File: src/hw/rtl/oss_pkg.sv
`default_nettype none

package oss_pkg;

    localparam int MAX_SIZE_BYTES = 8;

    localparam int QUEUE_DEPTH = 4;
    localparam int QUEUE_AW = $clog2(QUEUE_DEPTH);

    localparam int HDR_EXT_BIT = 2;
    localparam int HDR_SIZE_BIT = 1;
    localparam int HDR_TYPE_LSB = 3;
    localparam int HDR_TYPE_MSB = 6;
    localparam int LEB_MORE_BIT = 7;

    typedef enum logic [2:0] {
        ROLE_HEADER  = 3'd0,
        ROLE_EXT     = 3'd1,
        ROLE_SIZE    = 3'd2,
        ROLE_PAYLOAD = 3'd3,
        ROLE_DISCARD = 3'd4
    } role_t;

    typedef enum logic [1:0] {
        ERR_NONE      = 2'd0,
        ERR_MISS_EXT  = 2'd1,
        ERR_BAD_SIZE  = 2'd2,
        ERR_TRUNCATED = 2'd3
    } err_t;

    typedef struct packed {
        logic [7:0] data_byte;
        logic       last_byte;
    } item_t;

    typedef struct packed {
        logic [7:0]  byte_out;
        logic [2:0]  byte_role;
        logic [3:0]  unit_type;
        logic        has_ext;
        logic        unit_end;
        logic [56:0] unit_size;
        logic [1:0]  error_code;
        logic        packet_end;
    } result_t;

    // classified byte as it travels from parser to output stage
    typedef struct packed {
        logic [7:0]  data_byte;
        logic        last_byte;
        role_t       role;
        logic [3:0]  unit_type;
        logic        has_ext;
        logic        unit_end;
        logic [56:0] unit_count;
        err_t        err;
    } entry_t;

    typedef struct packed {
        logic   push;
        entry_t entry;
    } push_t;

endpackage

`default_nettype wire

File: src/hw/rtl/obu_stream_splitter.sv
// a byte's result becomes valid once it has passed through the queue and then the output register
// throughput: one byte per cycle while the queue is not full, one result per byte
// the parser state is updated in the cycle of the transfer; a four-entry queue and an
// output register follow it, so input stalls only when the queue is full
// reset clears parser state, queue pointers and output valid; no clearing pass
`default_nettype none

module obu_stream_splitter (
    input  wire logic              clk,
    input  wire logic              rst_n,
    input  wire logic              item_valid,
    output logic                   item_stall,
    input  wire oss_pkg::item_t    item,
    output logic                   result_valid,
    input  wire logic              result_stall,
    output oss_pkg::result_t       result
);

    oss_pkg::push_t  push;
    oss_pkg::entry_t head;
    logic            queue_full;
    logic            not_empty;
    logic            pop;

    oss_front u_front (
        .clk        (clk),
        .rst_n      (rst_n),
        .item_valid (item_valid),
        .item       (item),
        .queue_full (queue_full),
        .item_stall (item_stall),
        .push       (push)
    );

    oss_queue u_queue (
        .clk       (clk),
        .rst_n     (rst_n),
        .push      (push),
        .pop       (pop),
        .full      (queue_full),
        .not_empty (not_empty),
        .head      (head)
    );

    oss_back u_back (
        .clk          (clk),
        .rst_n        (rst_n),
        .not_empty    (not_empty),
        .head         (head),
        .pop          (pop),
        .result_valid (result_valid),
        .result_stall (result_stall),
        .result       (result)
    );

endmodule

`default_nettype wire

File: src/hw/rtl/oss_front.sv
`default_nettype none

module oss_front (
    input  wire logic          clk,
    input  wire logic          rst_n,
    input  wire logic          item_valid,
    input  wire oss_pkg::item_t item,
    input  wire logic          queue_full,
    output logic               item_stall,
    output oss_pkg::push_t     push
);

    typedef enum logic [2:0] {
        PH_HEADER,
        PH_EXT,
        PH_SIZE,
        PH_PAYLOAD,
        PH_DISCARD
    } phase_t;

    phase_t       phase_reg, phase_next;
    logic [3:0]   cur_type_reg, cur_type_next;
    logic         cur_ext_reg, cur_ext_next;
    logic         cur_sized_reg, cur_sized_next;
    logic [55:0]  size_accum_reg, size_accum_next;
    logic [3:0]   size_idx_reg, size_idx_next;
    logic [55:0]  payload_left_reg, payload_left_next;
    logic [56:0]  unit_count_reg, unit_count_next;

    logic          accept;
    logic [7:0]    b;
    logic          last;
    logic [6:0]    part;
    logic [5:0]    sh;
    logic [55:0]   shifted;
    logic [55:0]   accum_new;
    logic [55:0]   left_dec;
    logic [56:0]   cnt_inc;
    logic [56:0]   count_rep;
    logic          do_prefix;
    logic          prefix_sized;
    logic          unit_end;
    oss_pkg::role_t role;
    oss_pkg::err_t  err;

    assign accept = item_valid && !queue_full;
    assign item_stall = queue_full;
    assign b = item.data_byte;
    assign last = item.last_byte;
    assign part = b[6:0];
    assign sh = {size_idx_reg[2:0], 3'b000} - {3'b000, size_idx_reg[2:0]};
    assign shifted = {49'd0, part} << sh;
    assign left_dec = payload_left_reg - 56'd1;
    assign cnt_inc = (unit_count_reg == '1) ? unit_count_reg : unit_count_reg + 57'd1;

    always_comb
    begin
        phase_next = phase_reg;
        cur_type_next = cur_type_reg;
        cur_ext_next = cur_ext_reg;
        cur_sized_next = cur_sized_reg;
        size_accum_next = size_accum_reg;
        size_idx_next = size_idx_reg;
        payload_left_next = payload_left_reg;
        unit_count_next = unit_count_reg;
        count_rep = unit_count_reg;
        role = oss_pkg::ROLE_DISCARD;
        err = oss_pkg::ERR_NONE;
        unit_end = 1'b0;
        do_prefix = 1'b0;
        prefix_sized = cur_sized_reg;
        accum_new = size_accum_reg;

        case (phase_reg)
            PH_HEADER:
            begin
                role = oss_pkg::ROLE_HEADER;
                cur_type_next = b[oss_pkg::HDR_TYPE_MSB:oss_pkg::HDR_TYPE_LSB];
                cur_ext_next = b[oss_pkg::HDR_EXT_BIT];
                cur_sized_next = b[oss_pkg::HDR_SIZE_BIT];
                unit_count_next = 57'd1;
                count_rep = 57'd1;
                if (b[oss_pkg::HDR_EXT_BIT])
                begin
                    if (last)
                        err = oss_pkg::ERR_MISS_EXT;
                    else
                        phase_next = PH_EXT;
                end
                else
                begin
                    do_prefix = 1'b1;
                    prefix_sized = b[oss_pkg::HDR_SIZE_BIT];
                end
            end
            PH_EXT:
            begin
                role = oss_pkg::ROLE_EXT;
                unit_count_next = cnt_inc;
                count_rep = cnt_inc;
                do_prefix = 1'b1;
            end
            PH_SIZE:
            begin
                role = oss_pkg::ROLE_SIZE;
                // past the eighth group any set bit overflows 56 bits
                if (part != 7'd0)
                    accum_new = size_idx_reg[3] ? '1 : (size_accum_reg | shifted);
                size_accum_next = accum_new;
                size_idx_next = size_idx_reg + 4'd1;
                if (b[oss_pkg::LEB_MORE_BIT])
                begin
                    if ((size_idx_next >= 4'(oss_pkg::MAX_SIZE_BYTES)) || last)
                        err = oss_pkg::ERR_BAD_SIZE;
                end
                else if (accum_new == 56'd0)
                begin
                    unit_end = 1'b1;
                    phase_next = PH_HEADER;
                end
                else if (last)
                    err = oss_pkg::ERR_TRUNCATED;
                else
                begin
                    payload_left_next = accum_new;
                    phase_next = PH_PAYLOAD;
                end
            end
            PH_PAYLOAD:
            begin
                role = oss_pkg::ROLE_PAYLOAD;
                unit_count_next = cnt_inc;
                count_rep = cnt_inc;
                if (cur_sized_reg)
                begin
                    payload_left_next = left_dec;
                    if (left_dec == 56'd0)
                    begin
                        unit_end = 1'b1;
                        phase_next = PH_HEADER;
                    end
                    else if (last)
                        err = oss_pkg::ERR_TRUNCATED;
                end
                else if (last)
                    unit_end = 1'b1;
            end
            default:
            begin
                role = oss_pkg::ROLE_DISCARD;
            end
        endcase

        if (do_prefix)
        begin
            if (prefix_sized)
            begin
                if (last)
                    err = oss_pkg::ERR_BAD_SIZE;
                else
                begin
                    size_accum_next = 56'd0;
                    size_idx_next = 4'd0;
                    phase_next = PH_SIZE;
                end
            end
            else if (last)
                unit_end = 1'b1;
            else
                phase_next = PH_PAYLOAD;
        end

        if (err != oss_pkg::ERR_NONE)
            phase_next = PH_DISCARD;
        if (last)
            phase_next = PH_HEADER;
    end

    always_comb
    begin
        push.push = accept;
        push.entry.data_byte = b;
        push.entry.last_byte = last;
        push.entry.role = role;
        push.entry.unit_type = cur_type_next;
        push.entry.has_ext = cur_ext_next;
        push.entry.unit_end = unit_end;
        push.entry.unit_count = count_rep;
        push.entry.err = err;
    end

    always_ff @(posedge clk or negedge rst_n)
    begin
        if (!rst_n)
        begin
            phase_reg <= PH_HEADER;
            cur_type_reg <= 4'd0;
            cur_ext_reg <= 1'b0;
            cur_sized_reg <= 1'b0;
            size_accum_reg <= 56'd0;
            size_idx_reg <= 4'd0;
            payload_left_reg <= 56'd0;
            unit_count_reg <= 57'd0;
        end
        else if (accept)
        begin
            phase_reg <= phase_next;
            cur_type_reg <= cur_type_next;
            cur_ext_reg <= cur_ext_next;
            cur_sized_reg <= cur_sized_next;
            size_accum_reg <= size_accum_next;
            size_idx_reg <= size_idx_next;
            payload_left_reg <= payload_left_next;
            unit_count_reg <= unit_count_next;
        end
    end

    a_last_resyncs: assert property (@(posedge clk) disable iff (!rst_n)
        accept && last |=> phase_reg == PH_HEADER)
        else $error("packet end did not return parser to header");

    a_end_err_exclusive: assert property (@(posedge clk) disable iff (!rst_n)
        accept |-> !(unit_end && err != oss_pkg::ERR_NONE))
        else $error("unit end flagged together with an error");

    a_count_live: assert property (@(posedge clk) disable iff (!rst_n)
        (phase_reg == PH_EXT || phase_reg == PH_SIZE || phase_reg == PH_PAYLOAD)
        |-> unit_count_reg != 57'd0)
        else $error("unit byte count lost inside a unit");

    a_discard_quiet: assert property (@(posedge clk) disable iff (!rst_n)
        accept && phase_reg == PH_DISCARD
        |-> !unit_end && err == oss_pkg::ERR_NONE && role == oss_pkg::ROLE_DISCARD)
        else $error("discarded byte carries tags");

endmodule

`default_nettype wire

File: src/hw/rtl/oss_queue.sv
`default_nettype none

module oss_queue (
    input  wire logic            clk,
    input  wire logic            rst_n,
    input  wire oss_pkg::push_t  push,
    input  wire logic            pop,
    output logic                 full,
    output logic                 not_empty,
    output oss_pkg::entry_t      head
);

    oss_pkg::entry_t mem_reg [oss_pkg::QUEUE_DEPTH];

    logic [oss_pkg::QUEUE_AW-1:0] wr_ptr_reg, wr_ptr_next;
    logic [oss_pkg::QUEUE_AW-1:0] rd_ptr_reg, rd_ptr_next;
    logic [oss_pkg::QUEUE_AW:0]   count_reg, count_next;
    logic                         do_pop;

    assign full = count_reg == (oss_pkg::QUEUE_AW + 1)'(oss_pkg::QUEUE_DEPTH);
    assign not_empty = count_reg != '0;
    assign head = mem_reg[rd_ptr_reg];
    assign do_pop = pop && not_empty;

    always_comb
    begin
        wr_ptr_next = wr_ptr_reg;
        rd_ptr_next = rd_ptr_reg;
        count_next = count_reg;
        if (push.push)
            wr_ptr_next = (wr_ptr_reg == (oss_pkg::QUEUE_AW)'(oss_pkg::QUEUE_DEPTH - 1))
                ? '0 : wr_ptr_reg + 1'b1;
        if (do_pop)
            rd_ptr_next = (rd_ptr_reg == (oss_pkg::QUEUE_AW)'(oss_pkg::QUEUE_DEPTH - 1))
                ? '0 : rd_ptr_reg + 1'b1;
        case ({push.push, do_pop})
            2'b10: count_next = count_reg + 1'b1;
            2'b01: count_next = count_reg - 1'b1;
            default: count_next = count_reg;
        endcase
    end

    always_ff @(posedge clk)
    begin
        if (push.push)
            mem_reg[wr_ptr_reg] <= push.entry;
    end

    always_ff @(posedge clk or negedge rst_n)
    begin
        if (!rst_n)
        begin
            wr_ptr_reg <= '0;
            rd_ptr_reg <= '0;
            count_reg <= '0;
        end
        else
        begin
            wr_ptr_reg <= wr_ptr_next;
            rd_ptr_reg <= rd_ptr_next;
            count_reg <= count_next;
        end
    end

endmodule

`default_nettype wire

File: src/hw/rtl/oss_back.sv
`default_nettype none

module oss_back (
    input  wire logic             clk,
    input  wire logic             rst_n,
    input  wire logic             not_empty,
    input  wire oss_pkg::entry_t  head,
    output logic                  pop,
    output logic                  result_valid,
    input  wire logic             result_stall,
    output oss_pkg::result_t      result
);

    logic             valid_reg;
    oss_pkg::result_t result_reg, result_next;
    logic             discard;

    assign pop = not_empty && (!valid_reg || !result_stall);
    assign discard = head.role == oss_pkg::ROLE_DISCARD;
    assign result_valid = valid_reg;
    assign result = result_reg;

    always_comb
    begin
        result_next.byte_out = head.data_byte;
        result_next.byte_role = head.role;
        result_next.unit_type = discard ? 4'd0 : head.unit_type;
        result_next.has_ext = discard ? 1'b0 : head.has_ext;
        result_next.unit_end = head.unit_end;
        result_next.unit_size = head.unit_end ? head.unit_count : 57'd0;
        result_next.error_code = head.err;
        result_next.packet_end = head.last_byte;
    end

    always_ff @(posedge clk or negedge rst_n)
    begin
        if (!rst_n)
            valid_reg <= 1'b0;
        else if (pop)
            valid_reg <= 1'b1;
        else if (!result_stall)
            valid_reg <= 1'b0;
    end

    always_ff @(posedge clk)
    begin
        if (pop)
            result_reg <= result_next;
    end

endmodule

`default_nettype wire
File: config.mk
export PLATFORM = sky130hd
export DESIGN_NAME = obu_stream_splitter
export DESIGN_NICKNAME = d
export VERILOG_FILES = /design/src/hw/rtl/oss_pkg.sv /design/src/hw/rtl/obu_stream_splitter.sv /design/src/hw/rtl/oss_front.sv /design/src/hw/rtl/oss_queue.sv /design/src/hw/rtl/oss_back.sv
export SDC_FILE = /design/constraint.sdc
export NUM_CORES = 1
export LEC_CHECK = 0
export BUFFER_PORTS_ARGS = -buffer_cell sky130_fd_sc_hd__buf_2
export CAP_MARGIN = 20
export CORE_UTILIZATION = 50
export CTS_CLUSTER_DIAMETER = 30
export DETAILED_ROUTE_END_ITERATION = 8
export GPL_TIMING_DRIVEN = 0
export PLACE_DENSITY = 0.76
export SYNTH_ARGS = -nofsm -noshare
export SYNTH_HDL_FRONTEND = slang
export SYNTH_SLANG_ARGS = --single-unit
File: constraint.sdc
create_clock -name clk -period 5.75 [get_ports clk]
set_input_delay 0.2875 -clock clk [delete_from_list [all_inputs] [get_ports clk]]
set_output_delay 0.2875 -clock clk [all_outputs]
set_load 0.03 [all_outputs]
# After elaboration in Yosys (flattened, before gate mapping)
# Memory sizes are Yosys's and may differ from the RTL's.
# Cells that the tools add are included.
# op_classes
addsub	8
order_cmp	1
n_eq_ne	19
n_shift	1
muxes	63
bitwise_logic	1
reduce_logical	21
# op_table
op	n
56-bit two-way mux	11
57-bit case mux with 2 select lines	1
56-bit logical NOT	2
56-bit case mux with 2 select lines	1
57-bit by 1-bit adder with 57-bit output, second input constant	1
57-bit == test, second input constant	1
57-bit two-way mux	1
56-bit bitwise OR	1
7-bit by 6-bit << shifter with 56-bit output	1
56-bit by 1-bit subtractor with 56-bit output, second input constant	1
2-bit two-way mux	13
3-bit two-way mux	7
4-bit two-way mux	5
1-bit two-way mux	18
3-bit case mux with 4 select lines	1
6-bit AND reduction	2
5-bit by 2-bit != test with 1-bit output, second input constant	2
5-bit by 3-bit != test with 1-bit output, second input constant	2
3-bit case mux with 3 select lines	1
7-bit nonzero test	1
2-bit == test, second input constant	3
3-bit by 2-bit == test with 1-bit output, second input constant	2
3-bit == test, second input constant	2
2-bit != test, second input constant	3
other kinds (21)	31
# word_totals
ff_bits	267
ram_bits	308
input_bits	13
output_inout_bits	79
wordCells	135
n_memories	1
# memory_table
name	depth	word_bits	read_ports	rd_clocked_by_memory_dff	write_ports	line	source
u_queue.mem_reg	4	77	1	0	1	oss_queue.sv:13	oss_pkg::entry_t mem_reg [oss_pkg::QUEUE_DEPTH];

# Logic depth before layout (Yosys ltp)
# depth
ltp_word	16
depth_mapped	18
ltp_nobuf	11

# Cells and area by module
# Synthesis repeated with hierarchy kept, for this count alone.
# unflattened
hier_cells	2299
hier_area_um2	27330.0
# by_module_without_submodules
mod	n_inst	cells_per_inst	area_each_um2	seq_area_each_um2
oss_front	1	1707	12981.2	4554.4
oss_queue	1	443	11541.1	9424.0
oss_back	1	149	2807.7	2337.2

# Worst setup path before layout
# Ideal clock, no wire load.
# synth_timing
path_kind	register -> register
from	reg u_back.valid_reg, in the netlist u_back.result_valid
to	reg u_queue.count_reg[2] (netlist bit)
setup_ns	0.079
arrival_time_ns	5.802
t_required_ns	5.671
slack_ns	-0.131
stages_incl_launch_ff	8
n_path_buf	0
synth_period_minus_slack_ns	5.881
path_cell_list	dfrtp_1 > a21oi_1 > ha_1 > inv_1 > fa_1 > xor2_1 > nor2_1 > xor2_1
# synth_between
elab_chain_cells	6
elab_cells_between_ends	8
cone_classes	2 x eq/ne; 1 x mux; 5 x reduce/logical
# synth_rtl
item	line	source
start, declared	oss_back.sv:14	logic valid_reg;
start signal, assigned	oss_back.sv:38	valid_reg <= 1'b0;
start signal, assigned	oss_back.sv:40	valid_reg <= 1'b1;
start signal, assigned	oss_back.sv:42	valid_reg <= 1'b0;
1-bit logical NOT *	oss_back.sv:18	assign pop = not_empty && (!valid_reg || !result_stall);
1-bit logical OR *	oss_back.sv:18	
1-bit logical AND *	oss_back.sv:18	
via pop	obu_stream_splitter.sv:23	logic pop;
1-bit logical AND *	oss_queue.sv:23	assign do_pop = pop && not_empty;
2-bit by 1-bit == test with 1-bit output or 2-bit == test (tied branches)	oss_queue.sv:36	case ({push.push, do_pop})
3-bit case mux with 2 select lines or 2-bit nonzero test (tied branches)	--	
end signal, assigned	oss_queue.sv:61	count_reg <= count_next;
end, declared	oss_queue.sv:17	logic [oss_pkg::QUEUE_AW:0] count_reg, count_next;
# The timed path passes the listed nets; every way through them passes the cells marked *.
# A chain may end at the register's enable or synchronous reset.

# Final worst setup path
# layout_timing
from	reg u_front.size_idx_reg[0]
to	reg u_front.payload_left_reg[26]
# layout_between
elab_chain_cells	10
elab_cells_between_ends	13
cone_classes	1 x add/sub; 1 x eq/ne; 1 x shift; 7 x mux; 1 x bitwise; 2 x reduce/logical
# layout_rtl
item	line	source
start, declared	oss_front.sv:26	logic [3:0] size_idx_reg, size_idx_next;
start signal, assigned	oss_front.sv:212	size_idx_reg <= size_idx_next;
6-bit by 3-bit subtractor with 6-bit output *	oss_front.sv:51	assign sh = {size_idx_reg[2:0], 3'b000} - {3'b000, size_idx_reg[2:0]};
7-bit by 6-bit << shifter with 56-bit output *	oss_front.sv:52	assign shifted = {49'd0, part} << sh;
56-bit bitwise OR *	oss_front.sv:108	accum_new = size_idx_reg[3] ? '1 : (size_accum_reg | shifted);
56-bit two-way mux *	oss_front.sv:108	
56-bit two-way mux *	oss_front.sv:107	if (part != 7'd0)
56-bit two-way mux *	oss_front.sv:74	case (phase_reg)
parallel branches: the longest is 4 deep, another holds 56-bit logical NOT	--	
end signal, assigned	oss_front.sv:213	payload_left_reg <= payload_left_next;
end, declared	oss_front.sv:27	logic [55:0] payload_left_reg, payload_left_next;
# Mark *: on every way between the ends. The select of a mux whose other input is x is not followed.

==> summary.txt <==
Placement
  – RePlAce Congestion: 0.921
  – Port-buffer cells: 91
  – HPWL Detailed: 54,700 µm

Logic synthesis
  – Post-Synthesis Cells: 2,218
  – Mapped cell area: 27,000 µm²
  – Most common cell in the netlist: edfxtp_1
  – Synth warn: 0
  – FF+latch count, synth: 575
  – Area contributors post-synth: edfxtp_1 43%, dfrtp_1 18%, mux4_2 6.4%, o21ai_0 3.2%, nand2_1 2.9%
  – Synth top area share: 0.428
  – Async SR Flop Fraction: 0.330
  – Seq/Total Area, Yosys: 0.604
  – Average size of a mapped cell: 12.2 µm²
  – Post-Syn Nets: 2,243
  – Post-synth EDFFs: 385
  – Most frequent cells after synthesis: 385 x edfxtp_1, 209 x nand2_1, 190 x dfrtp_1
  – Largest area contributor in the netlist: edfxtp_1
  – Unique cell type count in the Yosys netlist: 83
  – Synth Flop Type: edfxtp_1

Timing
  – Layout Skew: 54.7 ps
  – Fin crit share: 0.958
  – Fin crit period: 5510 ps
  – Worst slew margin: 0.320
  – Max Clock Freq: 0.182 GHz
  – Hold slack: 201 ps
  – RSZ-0062 raised after global routing: false
  – Final setup viols: 0
  – Fin. max-slew vios: 0
  – Slew @ Worst Pin: 1010 ps
  – Setup TNS: 0 ps
  – Final hold viol count: 0

Route
  – Post-DRT Antenna Nets: 0
  – Drt total wl: 83,000 µm
  – Initial DRC count: 2,262
  – Wire per inst: 25.7 µm
  – Vias per Instance: 6.43
  – Drc violations: 0
  – Routed via count: 20,800
  – DRT Pass-1 Iters: 6

Floorplan
  – Die Area: 54,900 µm²
  – Die W: 234 µm
  – Num ports: 92
  – Core area: 53,000 µm²
  – Rows: 84
  – Initial Util: 0.510
  – Die H: 234 µm

Run
  – Max-cap check violation count: 0

Clocking
  – # clock sinks: 575
  – Num CTS Buffers: 114
  – CTS tree: yes
  – Reg clk slew, reported paths: 40 ps
  – Clock root cell: clkbuf_16
  – Post-CTS Setup Bufs: 0
  – Clock buffer depth: 3
  – H-tree depth: 3
  – Clk Latency, worst-skew pair: 680 ps

Finish
  – Layout area overhead: 21.5%
  – # diodes: 0
  – NumNets Final: 2,473
  – Number of flip-flops under the largest register name: 308
  – Fin util: 0.619
  – Share of post-route cells with drive strength above 1: 0.182

Min path
  – Hold crit path type: primary input to async pin

Power and ir drop
  – Max VDD drop: 0.000358 V
  – Power density cells: 633 nW/µm²
  – Leakage: 12.7 nW

Setup path
  – Reg2Reg Depth: 17
  – R2r endpoint: u_front.payload_left_reg[26]
  – Endpoint class of the critical path: flip-flop
  – WP data required: 6320 ps
  – Max FO, Critical Path: 10
  – Startpoint types: flip-flop
  – Reg2Reg Setup Slack: 240 ps
  – Setup CP Type: flip-flop to flip-flop
  – FF-to-FF Start: u_front.size_idx_reg[0]
  – Critical path arrival: 6080 ps

GRT
  – GRT Residual Overflow: 0
  – First-pass GRT wire length: 125,000 µm
  – Vias in the first global route: 20,400
  – Largest net degree at the start of global routing: 112
  – Initial antenna violation count: 0
  – Gr usage total: 0.305

Outcome
  – Status: finished clean
[per-layer routing]
layer  vias to the layer above  track usage  share of wire
met3                       227       0.0523          0.078
met1                     10400        0.394           0.39
met4                         0        0.155          0.047
met5                         -            0              0
met2                      1196        0.497           0.49
li1                       8977            -              -
[worst max-delay path by stage]
stage                                        from                            to  slack, ps  cells past startpoint
after global placement    u_front.size_idx_reg[1]  u_front.payload_left_reg[34]        -30                     17
final                     u_front.size_idx_reg[0]  u_front.payload_left_reg[26]        240                     17
after global routing      u_front.size_idx_reg[0]  u_front.payload_left_reg[26]         20                     17
after detailed placement  u_front.size_idx_reg[1]  u_front.payload_left_reg[46]        -30                     17
after CTS                 u_front.size_idx_reg[1]  u_front.payload_left_reg[26]        170                     17
after floorplan               u_back.result_valid          u_queue.count_reg[2]       1530                      7
[cell usage in the layout, fill, tap and decap left out, types with 77 or more instances in the layout]
cell       instances
a21oi_1           98
buf_2            109
clkbuf_1         124
clkbuf_16        115
dfrtp_1          190
edfxtp_1         385
mux4_2            77
nand2_1          209
nor2_1           158
o21ai_0          173
[report_power, final]
| part | total, mW | switching, mW | internal [mW] |
|---|---|---|---|
| clock network | 6.96 | 2.35 | 4.61 |
| registers | 6.34 | 0.598 | 5.74 |
| logic | 7.44 | 5.03 | 2.41 |
[repair_timing]
| item | in CTS | in global routing |
|---|---|---|
| hold endpoints to repair | 117 | 0 |
| endpoints found under the setup margin | 8 | 59 |
| gates resized for setup | 1 | 5 |
| hold buffers | 11 | 0 |
| cloned | 0 | 0 |
[worst max-delay path: stages (launching register included)]
cell and delay [ps]:
dfrtp_1 430, buf_2 220, inv_1 140, clkbuf_1 400, ha_1 260, buf_2 240
xor2_1 190, buf_2 310, mux2i_1 220, a21oi_1 260, a211oi_1 840, a21boi_0 250
nand3_1 130, nor4_2 510, nand2b_1 170, buf_2 280, buf_2 370, o22a_1 210
[layout make-up]
class,count,area (µm²)
Tap cell,688,861
Clock inverter,82,1110
Multi-Input combinational cell,1471,10000
Fill cell,3946,20200
Inverter,25,93.8
Sequential cell,575,16300
Buffer,147,592
Clock buffer,135,3020
Timing Repair Buffer,114,787
[per-stage QoR]
step | setup slack, ps | instance area, µm² | instances | power [mW]
after floorplan | 1530 | 27000 | 2218 | 11.0
after global placement | -34.1 | 28300 | 2997 | 13.5
after detailed placement | -29.2 | 28500 | 3005 | 13.6
after CTS | 171 | 32800 | 3233 | 20.6
after global routing | 21.8 | 32800 | 3237 | 21.6
final | 241 | 32800 | 3237 | 20.7
[kinds of logic (layout without fill, tap and decap cells)]
logic type	Yosys count	count (layout)	synth area share
AOI/OAI and AO/OA	531	531	0.125
adders and majority gates	12	12	0.00584
muxes	141	141	0.0895
buffers and inverters	172	503	0.0253
DFF	575	575	0.604
xor gates and xnor gates	22	22	0.00714
and+or+nand+nor	765	765	0.143
No activity file was read; power rests on OpenSTA's default activity.
